--- src/rtl/dwbu_pkg.sv ---
// Shared types and constants for the debug watchpoint and breakpoint unit.
package dwbu_pkg;

    // Default table depths.
    localparam int BP_ENTRIES_DEF = 16;
    localparam int WP_ENTRIES_DEF = 16;

    // Operation carried by one input beat.
    typedef enum logic [1:0] {
        OP_INSERT = 2'd0,
        OP_REMOVE = 2'd1,
        OP_DCHECK = 2'd2,
        OP_PCHECK = 2'd3
    } t_op;

    // Point types on the input.
    localparam logic [2:0] PT_BP_LAST = 3'd1;
    localparam logic [2:0] PT_WRITE   = 3'd2;
    localparam logic [2:0] PT_ACCESS  = 3'd4;

    // Watchpoint type codes as stored in the table.
    localparam logic [1:0] WPT_WRITE  = 2'd0;
    localparam logic [1:0] WPT_READ   = 2'd1;
    localparam logic [1:0] WPT_ACCESS = 2'd2;

    // Result status codes.
    localparam logic [1:0] ST_OK          = 2'd0;
    localparam logic [1:0] ST_UNSUPPORTED = 2'd1;
    localparam logic [1:0] ST_FULL        = 2'd2;

    localparam logic [31:0] IO_SPACE_BIT = 32'h8000_0000;
    localparam logic [15:0] BP_KIND_HIT  = 16'd1;

    // Commands from the controller to the datapath.
    typedef struct packed {
        logic load;      // capture the input beat
        logic rd_en;     // read the table entry at the scan index
        logic out_load;  // move the finished result into the output register
    } t_cmd;

    // Status from the datapath to the controller.
    typedef struct packed {
        logic no_scan;   // the item needs no table walk
        logic use_bp;    // the walk goes over the breakpoint table
        logic out_free;  // the output register can take a result
    } t_stat;

endpackage

--- src/rtl/debug_watchpoint_breakpoint_unit_core.sv ---
// An insert, remove or check walks its table one entry per cycle through a single memory
// read port: the breakpoint table (BP_ENTRIES entries) for breakpoint inserts/removes and
// program counter checks, and the watchpoint table (WP_ENTRIES entries) for watchpoint
// inserts/removes and data checks. An unsupported type skips the walk.
// A new item is taken only once the last result has moved into the output register.
// Reset (synchronous, active low) clears every valid bit of both tables and the output valid flag.
module debug_watchpoint_breakpoint_unit_core import dwbu_pkg::*; #(
    parameter int BP_ENTRIES = BP_ENTRIES_DEF,
    parameter int WP_ENTRIES = WP_ENTRIES_DEF
) (
    input  logic        i_clk,
    input  logic        i_rst_n,
    input  logic        i_in_valid,
    output logic        o_in_ready,
    input  logic [1:0]  i_kind,
    input  logic [2:0]  i_point_type,
    input  logic [31:0] i_address,
    input  logic [15:0] i_size_or_kind,
    input  logic        i_access_is_write,
    input  logic        i_io_space,
    output logic        o_out_valid,
    input  logic        i_out_ready,
    output logic [1:0]  o_status,
    output logic        o_hit
);

    // The scan counter is sized for the deeper of the two tables.
    localparam int MAXN = (BP_ENTRIES > WP_ENTRIES) ? BP_ENTRIES : WP_ENTRIES;
    localparam int CW   = (MAXN > 1) ? $clog2(MAXN) : 1;

    t_cmd          cmd;
    t_stat         stat;
    logic [CW-1:0] rd_idx;

    // The controller sequences one beat at a time: capture, decode, table walk, pipeline
    // drain and hand-off to the output register.
    dwbu_ctrl #(
        .BP_ENTRIES (BP_ENTRIES),
        .WP_ENTRIES (WP_ENTRIES),
        .CW         (CW)
    ) u_ctrl (
        .i_clk      (i_clk),
        .i_rst_n    (i_rst_n),
        .i_in_valid (i_in_valid),
        .o_in_ready (o_in_ready),
        .i_stat     (stat),
        .o_cmd      (cmd),
        .o_rd_idx   (rd_idx)
    );

    // The datapath holds the tables and compares one entry per cycle. Inserts take the
    // first free slot seen during the walk, removes clear every exact match, and checks
    // raise a sticky match flag. The output register lets the next beat in while the
    // previous result still waits downstream.
    dwbu_dp #(
        .BP_ENTRIES (BP_ENTRIES),
        .WP_ENTRIES (WP_ENTRIES),
        .CW         (CW)
    ) u_dp (
        .i_clk             (i_clk),
        .i_rst_n           (i_rst_n),
        .i_cmd             (cmd),
        .i_rd_idx          (rd_idx),
        .i_kind            (i_kind),
        .i_point_type      (i_point_type),
        .i_address         (i_address),
        .i_size_or_kind    (i_size_or_kind),
        .i_access_is_write (i_access_is_write),
        .i_io_space        (i_io_space),
        .o_stat            (stat),
        .o_out_valid       (o_out_valid),
        .i_out_ready       (i_out_ready),
        .o_status          (o_status),
        .o_hit             (o_hit)
    );

endmodule

--- src/rtl/dwbu_dp.sv ---
// Datapath: item registers, point tables, entry compare and output register.
module dwbu_dp import dwbu_pkg::*; #(
    parameter int BP_ENTRIES = BP_ENTRIES_DEF,
    parameter int WP_ENTRIES = WP_ENTRIES_DEF,
    parameter int CW         = 4
) (
    input  logic          i_clk,
    input  logic          i_rst_n,
    input  t_cmd          i_cmd,
    input  logic [CW-1:0] i_rd_idx,
    input  logic [1:0]    i_kind,
    input  logic [2:0]    i_point_type,
    input  logic [31:0]   i_address,
    input  logic [15:0]   i_size_or_kind,
    input  logic          i_access_is_write,
    input  logic          i_io_space,
    output t_stat         o_stat,
    output logic          o_out_valid,
    input  logic          i_out_ready,
    output logic [1:0]    o_status,
    output logic          o_hit
);

    localparam int BP_IW = (BP_ENTRIES > 1) ? $clog2(BP_ENTRIES) : 1;
    localparam int WP_IW = (WP_ENTRIES > 1) ? $clog2(WP_ENTRIES) : 1;

    // Latched item.
    t_op         r_op;
    logic [2:0]  r_ptype;
    logic [31:0] r_addr;
    logic [15:0] r_sk;
    logic        r_wr;
    logic        r_io;

    // Tables: valid bits in flops, payload in memories.
    logic [BP_ENTRIES-1:0] r_bp_valid;
    logic [WP_ENTRIES-1:0] r_wp_valid;
    logic [47:0] r_bp_mem [BP_ENTRIES];
    logic [49:0] r_wp_mem [WP_ENTRIES];

    // Read stage.
    logic [47:0]   r_rd_bp;
    logic [49:0]   r_rd_wp;
    logic          r_cmp_en;
    logic [CW-1:0] r_cmp_idx;

    logic        r_found;
    logic        r_out_valid;
    logic [1:0]  r_status;
    logic        r_hit;

    logic             is_bp_type;
    logic             no_scan;
    logic             use_bp;
    logic [BP_IW-1:0] bp_ci;
    logic [WP_IW-1:0] wp_ci;
    logic [31:0]      rd_bp_addr;
    logic [15:0]      rd_bp_kind;
    logic [1:0]       rd_wp_type;
    logic [31:0]      rd_wp_base;
    logic [15:0]      rd_wp_len;
    logic [2:0]       type_diff;
    logic [1:0]       new_wp_type;
    logic [31:0]      chk_addr;
    logic [32:0]      wp_end;
    logic             bp_ok;
    logic             wp_ok;
    logic             bp_same;
    logic             wp_same;
    logic             bp_pc_hit;
    logic             wp_type_ok;
    logic             wp_data_hit;
    logic             ins_slot;
    logic             ins_write;
    logic             out_free;
    logic [1:0]       n_status;

    always_comb begin
        is_bp_type  = (r_ptype <= PT_BP_LAST);
        no_scan     = ((r_op == OP_INSERT) || (r_op == OP_REMOVE)) && (r_ptype > PT_ACCESS);
        use_bp      = (r_op == OP_PCHECK) ||
                      (((r_op == OP_INSERT) || (r_op == OP_REMOVE)) && is_bp_type);
        type_diff   = r_ptype - PT_WRITE;
        new_wp_type = type_diff[1:0];
        chk_addr    = r_io ? (r_addr | IO_SPACE_BIT) : r_addr;

        bp_ci       = r_cmp_idx[BP_IW-1:0];
        wp_ci       = r_cmp_idx[WP_IW-1:0];
        rd_bp_addr  = r_rd_bp[47:16];
        rd_bp_kind  = r_rd_bp[15:0];
        rd_wp_type  = r_rd_wp[49:48];
        rd_wp_base  = r_rd_wp[47:16];
        rd_wp_len   = r_rd_wp[15:0];

        bp_ok       = use_bp && r_bp_valid[bp_ci];
        wp_ok       = !use_bp && r_wp_valid[wp_ci];
        bp_same     = bp_ok && (rd_bp_addr == r_addr) && (rd_bp_kind == r_sk);
        wp_same     = wp_ok && (rd_wp_type == new_wp_type) && (rd_wp_base == r_addr) &&
                      (rd_wp_len == r_sk);
        bp_pc_hit   = bp_ok && (rd_bp_addr == r_addr) && (rd_bp_kind == BP_KIND_HIT);

        // Half-open range [base, base+length) with a 33-bit end.
        wp_end      = {1'b0, rd_wp_base} + {17'd0, rd_wp_len};
        wp_type_ok  = (rd_wp_type == WPT_ACCESS) ||
                      (rd_wp_type == (r_wr ? WPT_WRITE : WPT_READ));
        wp_data_hit = wp_ok && wp_type_ok && (chk_addr >= rd_wp_base) &&
                      ({1'b0, chk_addr} < wp_end);

        // First free slot of the selected table, in scan order.
        ins_slot    = !r_found && (use_bp ? !r_bp_valid[bp_ci] : !r_wp_valid[wp_ci]);
        ins_write   = r_cmp_en && (r_op == OP_INSERT) && ins_slot;

        out_free    = !r_out_valid || i_out_ready;

        unique case (r_op)
            OP_INSERT: n_status = no_scan ? ST_UNSUPPORTED : (r_found ? ST_OK : ST_FULL);
            OP_REMOVE: n_status = no_scan ? ST_UNSUPPORTED : ST_OK;
            OP_DCHECK: n_status = ST_OK;
            OP_PCHECK: n_status = ST_OK;
            default:   n_status = ST_OK;
        endcase
    end

    assign o_stat.no_scan  = no_scan;
    assign o_stat.use_bp   = use_bp;
    assign o_stat.out_free = out_free;
    assign o_out_valid     = r_out_valid;
    assign o_status        = r_status;
    assign o_hit           = r_hit;

    // Item capture, read stage and result payload.
    always_ff @(posedge i_clk) begin
        if (i_cmd.load) begin
            r_op    <= t_op'(i_kind);
            r_ptype <= i_point_type;
            r_addr  <= i_address;
            r_sk    <= i_size_or_kind;
            r_wr    <= i_access_is_write;
            r_io    <= i_io_space;
        end
        if (i_cmd.rd_en) begin
            if (use_bp) begin
                r_rd_bp <= r_bp_mem[i_rd_idx[BP_IW-1:0]];
            end else begin
                r_rd_wp <= r_wp_mem[i_rd_idx[WP_IW-1:0]];
            end
        end
        r_cmp_idx <= i_rd_idx;
        if (i_cmd.out_load) begin
            r_status <= n_status;
            r_hit    <= r_found && ((r_op == OP_DCHECK) || (r_op == OP_PCHECK));
        end
    end

    // Table memories, written by insert only.
    always_ff @(posedge i_clk) begin
        if (ins_write) begin
            if (use_bp) begin
                r_bp_mem[bp_ci] <= {r_addr, r_sk};
            end else begin
                r_wp_mem[wp_ci] <= {new_wp_type, r_addr, r_sk};
            end
        end
    end

    // Control state: valid bits, compare enable, match flag, output valid.
    always_ff @(posedge i_clk) begin
        if (!i_rst_n) begin
            r_bp_valid  <= '0;
            r_wp_valid  <= '0;
            r_cmp_en    <= 1'b0;
            r_found     <= 1'b0;
            r_out_valid <= 1'b0;
        end else begin
            r_cmp_en <= i_cmd.rd_en;
            if (i_cmd.load) begin
                r_found <= 1'b0;
            end else if (r_cmp_en) begin
                case (r_op)
                    OP_INSERT: begin
                        if (ins_slot) begin
                            r_found <= 1'b1;
                            if (use_bp) begin
                                r_bp_valid[bp_ci] <= 1'b1;
                            end else begin
                                r_wp_valid[wp_ci] <= 1'b1;
                            end
                        end
                    end
                    OP_REMOVE: begin
                        if (bp_same) begin
                            r_bp_valid[bp_ci] <= 1'b0;
                        end
                        if (wp_same) begin
                            r_wp_valid[wp_ci] <= 1'b0;
                        end
                    end
                    OP_DCHECK: begin
                        if (wp_data_hit) begin
                            r_found <= 1'b1;
                        end
                    end
                    OP_PCHECK: begin
                        if (bp_pc_hit) begin
                            r_found <= 1'b1;
                        end
                    end
                    default: begin
                    end
                endcase
            end
            if (i_cmd.out_load) begin
                r_out_valid <= 1'b1;
            end else if (i_out_ready) begin
                r_out_valid <= 1'b0;
            end
        end
    end

endmodule

--- src/rtl/dwbu_ctrl.sv ---
// Controller: accepts one item, walks the selected table unless the item needs no walk, hands off the result.
module dwbu_ctrl import dwbu_pkg::*; #(
    parameter int BP_ENTRIES = BP_ENTRIES_DEF,
    parameter int WP_ENTRIES = WP_ENTRIES_DEF,
    parameter int CW         = 4
) (
    input  logic          i_clk,
    input  logic          i_rst_n,
    input  logic          i_in_valid,
    output logic          o_in_ready,
    input  t_stat         i_stat,
    output t_cmd          o_cmd,
    output logic [CW-1:0] o_rd_idx
);

    typedef enum logic [2:0] {
        S_IDLE,
        S_START,
        S_SCAN,
        S_FLUSH,
        S_DONE
    } t_state;

    t_state        r_state;
    logic [CW-1:0] r_idx;
    logic [CW-1:0] last_idx;

    always_comb begin
        last_idx       = i_stat.use_bp ? CW'(BP_ENTRIES - 1) : CW'(WP_ENTRIES - 1);
        o_in_ready     = (r_state == S_IDLE);
        o_cmd.load     = i_in_valid && (r_state == S_IDLE);
        o_cmd.rd_en    = (r_state == S_SCAN);
        o_cmd.out_load = (r_state == S_DONE) && i_stat.out_free;
        o_rd_idx       = r_idx;
    end

    always_ff @(posedge i_clk) begin
        if (!i_rst_n) begin
            r_state <= S_IDLE;
            r_idx   <= '0;
        end else begin
            unique case (r_state)
                S_IDLE: begin
                    if (i_in_valid) begin
                        r_state <= S_START;
                    end
                end
                S_START: begin
                    r_idx <= '0;
                    if (i_stat.no_scan) begin
                        r_state <= S_DONE;
                    end else begin
                        r_state <= S_SCAN;
                    end
                end
                S_SCAN: begin
                    if (r_idx == last_idx) begin
                        r_state <= S_FLUSH;
                    end else begin
                        r_idx <= r_idx + 1'b1;
                    end
                end
                S_FLUSH: begin
                    r_state <= S_DONE;
                end
                S_DONE: begin
                    if (i_stat.out_free) begin
                        r_state <= S_IDLE;
                    end
                end
                default: begin
                    r_state <= S_IDLE;
                end
            endcase
        end
    end

endmodule
--- config.mk ---
export PLATFORM = sky130hd
export DESIGN_NAME = debug_watchpoint_breakpoint_unit_core
export DESIGN_NICKNAME = d
export VERILOG_FILES = /design/src/rtl/dwbu_pkg.sv /design/src/rtl/debug_watchpoint_breakpoint_unit_core.sv /design/src/rtl/dwbu_dp.sv /design/src/rtl/dwbu_ctrl.sv
export SDC_FILE = /design/constraint.sdc
export NUM_CORES = 2
export LEC_CHECK = 0
export ABC_AREA = 1
export BUFFER_PORTS_ARGS = -buffer_cell sky130_fd_sc_hd__buf_2
export CORE_MARGIN = 2
export CORE_UTILIZATION = 35
export DETAILED_ROUTE_END_ITERATION = 10
export HOLD_SLACK_MARGIN = 0.08
export SYNTH_ARGS = -nofsm -noshare
export SYNTH_HDL_FRONTEND = slang
export SYNTH_HIERARCHICAL = 1
export SYNTH_SLANG_ARGS = --single-unit
--- constraint.sdc ---
create_clock -name i_clk -period 8.24 [get_ports i_clk]
set_input_delay 2.06 -clock i_clk [delete_from_list [all_inputs] [get_ports i_clk]]
set_output_delay 2.06 -clock i_clk [all_outputs]
set_load 0.05 [all_outputs]
=== Word-level counts from Yosys, hierarchy flattened ===
Memory sizes are Yosys's and may differ from the RTL's. A register that Yosys moved wholly into a read port is not among the register bits.
Index checks and enable logic that the tools add are counted.

* Register bits: 104
* Bits in writable memories: 1568
* Input port bits: 59
* Output and inout port bits: 5
* Logic and storage cells: 147
* Memories kept: 2

* Add/subtract/negate cells: 3
* $lt $le $gt $ge: 6
* Eq/ne operators: 27
* Mux-type cells: 40
* Bitwise operators: 8
* Reduce and logical (&&, ||, !) cells: 45

{| class="wikitable"
|+ Memories
! memory !! depth !! bits a word !! rd ports !! clocked after Yosys merged registers in !! write ports !! line !! source
|-
| u_dp.r_wp_mem || 16 || 50 || 1 || 1 || 1 || dwbu_dp.sv:39 || <nowiki>logic [49:0] r_wp_mem [WP_ENTRIES];</nowiki>
|-
| u_dp.r_bp_mem || 16 || 48 || 1 || 1 || 1 || dwbu_dp.sv:38 || <nowiki>logic [47:0] r_bp_mem [BP_ENTRIES];</nowiki>
|}

{| class="wikitable"
|+ Operators with widths
! kind !! count
|-
| 2-to-1 mux 16 bit || 6
|-
| == test 32 bit || 2
|-
| one-hot mux 16 bit (2 select lines) || 2
|-
| adder 32 x 16 -> 33 bit || 1
|-
| less-than comparator 32 x 33 -> 1 bit || 1
|-
| AND 16 bit || 2
|-
| == test 16 bit || 2
|-
| >= comparator 32 bit || 1
|-
| 2-to-1 mux 32 bit || 1
|-
| bitwise OR 16 bit || 2
|-
| logical AND 1 bit || 20
|-
| 2-to-1 mux 1 bit || 17
|-
| == test 16 x 1 -> 1 bit, second input constant || 1
|-
| inverter 16 bit || 1
|-
| one-hot mux 3 bit (5 select lines) || 1
|-
| != test 2 x 1 -> 1 bit, second input constant || 7
|-
| 2-to-1 mux 3 bit || 4
|-
| AND reduction 6 bit || 2
|-
| binary-select mux 1 bit (select 4 bit) || 2
|-
| != test 2 bit, second input constant || 4
|-
| one-hot mux 4 bit (2 select lines) || 1
|-
| == test 2 bit, second input constant || 3
|-
| == test 3 x 2 -> 1 bit, second input constant || 2
|-
| one-hot mux 2 bit (3 select lines) || 1
|-
| other kinds (26) || 43
|}

=== Logic depth before layout (Yosys ltp) ===
* Word-level depth: 11
* Gate-level depth with buffers: 26
* Gate-level depth less buffers: 26

=== Modules after synthesis ===
The synthesis kept the hierarchy.

{| class="wikitable"
|+ Modules (own cells, without submodules)
! module !! instances !! cells each !! area an instance (um^2) !! seq. area each (um^2)
|-
| dwbu_dp || 1 || 5310 || 72726.0 || 52550.4
|-
| dwbu_ctrl || 1 || 58 || 376.6 || 140.1
|}

=== Least setup slack after synthesis ===
Ideal clock, no wire load.

* Path kind: input port to flip-flop
* From: input port i_in_valid
* To: register with a tool-made name
* Setup time: 115 ps
* Arrival: 7114 ps
* Required time: 8125 ps
* Setup slack: 1011 ps
* Stages: 8
* Cell sequence: inv_1 > nor3_1 > inv_1 > nand2_4 > nor2_8 > buf_8 > a21oi_1 > nor2_1

{| class="wikitable"
|+ RTL lines
! what !! line !! source
|-
| from (decl) || debug_watchpoint_breakpoint_unit_core.sv:13 || <nowiki>input logic i_in_valid,</nowiki>
|}

=== Final worst setup path ===
* From: register u_dp.r_cmp_idx[0] (netlist: u_dp/bp_ci[0])
* To: memory u_dp.r_bp_mem[7][26] (enable)

* Longest elaborated chain between the ends: 8
* Elaborated cells between the ends (all ways): 11
* Those cells by class: mux: 7; reduce/logical: 4

{| class="wikitable"
|+ RTL lines
! what !! line !! source
|-
| from (decl) || dwbu_dp.sv:45 || <nowiki>logic [CW-1:0] r_cmp_idx;</nowiki>
|-
| from (signal assigned) || dwbu_dp.sv:148 || <nowiki>r_cmp_idx <= i_rd_idx;</nowiki>
|-
| binary-select mux 1 bit (select 4 bit) || dwbu_dp.sv:110 || <nowiki>ins_slot = !r_found && (use_bp ? !r_bp_valid[bp_ci] : !r_wp_valid[wp_ci]);</nowiki>
|-
| 2-to-1 mux 1 bit (not written as such) || dwbu_dp.sv:110 ||
|-
| logical NOT 1 bit || dwbu_dp.sv:110 ||
|-
| 2-to-1 mux 1 bit || dwbu_dp.sv:110 ||
|-
| logical AND 1 bit || dwbu_dp.sv:110 ||
|-
| logical AND 1 bit || dwbu_dp.sv:111 || <nowiki>ins_write = r_cmp_en && (r_op == OP_INSERT) && ins_slot;</nowiki>
|-
| 2-to-1 mux 1 bit || dwbu_dp.sv:157 || <nowiki>if (ins_write) begin</nowiki>
|-
| 2-to-1 mux 1 bit (not written as such) || dwbu_dp.sv:159 || <nowiki>r_bp_mem[bp_ci] <= {r_addr, r_sk};</nowiki>
|-
| to (decl) || dwbu_dp.sv:38 ||
|}

Parallel ways exist; a longest one is shown, timed or not. The select of a mux whose other input is x is not followed.

==> qor.csv <==
metric,value,unit
grt_pass1_vias,41428,
drcViolationCount,0,
stdcell_count,8353,
whs_path_depth,2,
tightest_slew,1160,ps
cp-start-kind,register,
die_x,461,um
cts_inserted_buffers,180,
r2r-start,u_dp/bp_ci[0]$_DFF_P_,
fin_tns_setup,0,ps
clk_path_buf_depth,3,
path_buf_inv,2,
grt_max_degree,205,
vias,43553,
ir_drop,184,uV
cts_resized,0,
hpwlAfterDp,107000,um
endpoint_kind,register,
setup_viol,0,
port_buffers,63,
cp_top_family,simple AND/OR/NAND/NOR gates,
yosys_warnings,6,
synthCells,5367,
syn_to_final_growth,12.9,%
dp.cells,8033,
cp_max_fo,25,
required,8680,ps
antenna_found_initial,18,
drt-total-wl,194000,um
syn_area,73100,um^2
die-area,213000,um^2
power.density,249,nW/um^2
cts_tree,done,
ios,64,
nNetsFinal,5571,
layout_min_cycle_time,4480,ps
grt_overflow,0,
path_cells,inv_4 -> nand2_1 -> nand2_1 -> nand2_1 -> nand2_1 -> nand2_1 -> nand2_1 -> nor2_2 -> nor2_2 -> nor2_4 -> nand2_4 -> nor3_4 -> nand2_2 -> nor2_4 -> buf_4,
avgSynthCellArea,13.6,um^2
detail-route-antenna-nets,0,
clkTransAtPathRegs,60,ps
num_rows,167,
num-fill-cells,19242,
routed_via_density,5.21,
drt-pass1-iter-count,8,
synth_nets,5511,
finalCritPeriodShare,0.544,
maxCapViolCount,0,
status,"complete, no violations",
grt_setup_unrepaired,false,
clock_sinks,1770,
holdCritPathClass,reg2reg,
place_congestion,0.868,
finalHoldViolCount,0,
core_area,207000,um^2
cpMaxStageDelayCell,nor2_4,
p_leak,27.1,nW
max_freq,0.223,GHz
critical_path_class,reg2reg,
cpPeakStageDelay,1080,ps
cts-htree-levels,4,
fin_worst_skew,57.9,ps
maxSlewViolCount,0,
arrival,4920,ps
rr_worst_depth,15,
crit_top_cell,nand2_1,
start_util,0.353,
drive_above_1_share,0.0865,
r2r_end,u_dp/r_bp_mem[7][26]$_DFFE_PP_,
postCtsSetupBuffers,0,
clk_latency,830,ps
slew_headroom,0.223,
ctsHoldBuffers,0,
r2r_setup_slack,3760,ps
post_drt_wl_per_cell,23.2,um
cp.depth,15,
clock-root-buffer,clkbuf_16,
drt-initial-drc-count,5379,
grtUsageTotal,0.179,
die_h,461,um
grt_pass1_wl,282000,um
-- flip-flops by register name, indices dropped and copies added, names as in the netlist, 4 cells and up, named ones only --
| signal | flops |
|---|---|
| u_dp/r_rd_wp | 50 |
| u_dp/r_wp_mem | 800 |
| u_dp/bp_ci | 4 |
| u_dp/r_sk | 16 |
| u_ctrl/o_rd_idx | 4 |
| u_dp/r_addr | 32 |
| u_dp/r_bp_mem | 768 |
| u_dp/r_rd_bp | 48 |
-- metal layers --
layer,part of all wire,global-route usage
met1,0.45,0.257
met2,0.46,0.280
met3,0.068,0.0287
met4,0.025,0.0523
met5,0.00031,0
-- worst max-delay path by stage --
stage,from,endpoint
after global placement,i_in_valid,register
after global routing,u_dp/bp_ci[0]$_DFF_P_,u_dp/r_bp_mem[7][26]$_DFFE_PP_
after detailed placement,i_in_valid,register
after floorplan,i_in_valid,register
final,u_dp/bp_ci[0]$_DFF_P_,u_dp/r_bp_mem[7][26]$_DFFE_PP_
after CTS,u_dp/bp_ci[0]$_DFF_P_,u_dp/r_bp_mem[7][26]$_DFFE_PP_
-- layout make-up --
class                   count  area, um^2  share of cell area
flip-flops and latches   1770       52700               0.639
multi-input cells        2751       17300               0.210
clock buffers             233        4780              0.0579
well taps                2788        3490              0.0423
inverters                 542        2050              0.0249
repair buffers            182        1350              0.0163
clock inverters            84         788             0.00955
diodes                      3        7.51           0.0000910
-- metrics by stage --
step | cell area (um^2) | setup slack (ps) | power [mW] | hold WS (ps) | util
floorplan | 73100 | 1010 | 12.0 | 375 | -
global placement | 76900 | 3720 | 12.9 | 484 | 0.371
detailed placement | 76900 | 3690 | 12.9 | 468 | 0.371
CTS | 82500 | 3710 | 20.7 | 484 | 0.398
global route | 82500 | 3440 | 21.3 | 520 | 0.398
finish | 82500 | 3760 | 20.5 | 483 | 0.398
-- cells in the final DEF (no fill, tap or decap), types with 5 or more instances in the layout --
master / instances
edfxtp_1: 1724
inv_1: 534
o21ai_0: 527
a21oi_1: 472
nand2_1: 407
o211ai_1: 393
mux2i_1: 392
clkbuf_16: 182
nor2_1: 150
nand3_1: 144
buf_4: 108
ha_1: 84
buf_2: 63
xor2_1: 57
clkbuf_1: 48
dfxtp_1: 42
clkinv_1: 38
nor2_4: 36
clkinv_2: 19
nor3_1: 19
xnor2_1: 19
buf_12: 11
inv_6: 7
bufinv_16: 7
clkinv_16: 6
nor4_1: 5
a31oi_1: 5
-- report_power, final --
| part | internal (mW) | leakage [nW] | switching (mW) | total, mW |
|---|---|---|---|---|
| combinational | 0.703 | 8.48 | 1.75 | 2.45 |
| sequential | 10.2 | 15.9 | 0.0805 | 10.3 |
| clock | 4.32 | 2.69 | 3.46 | 7.78 |
| total | 15.2 | 27.1 | 5.28 | 20.5 |
-- worst min-delay path: stages (launching register included) --
cell	delay, ps
dfxtp_1	330
a21oi_1	40
nor2_1	80
Note: power is estimated with default switching activity, not from simulation.
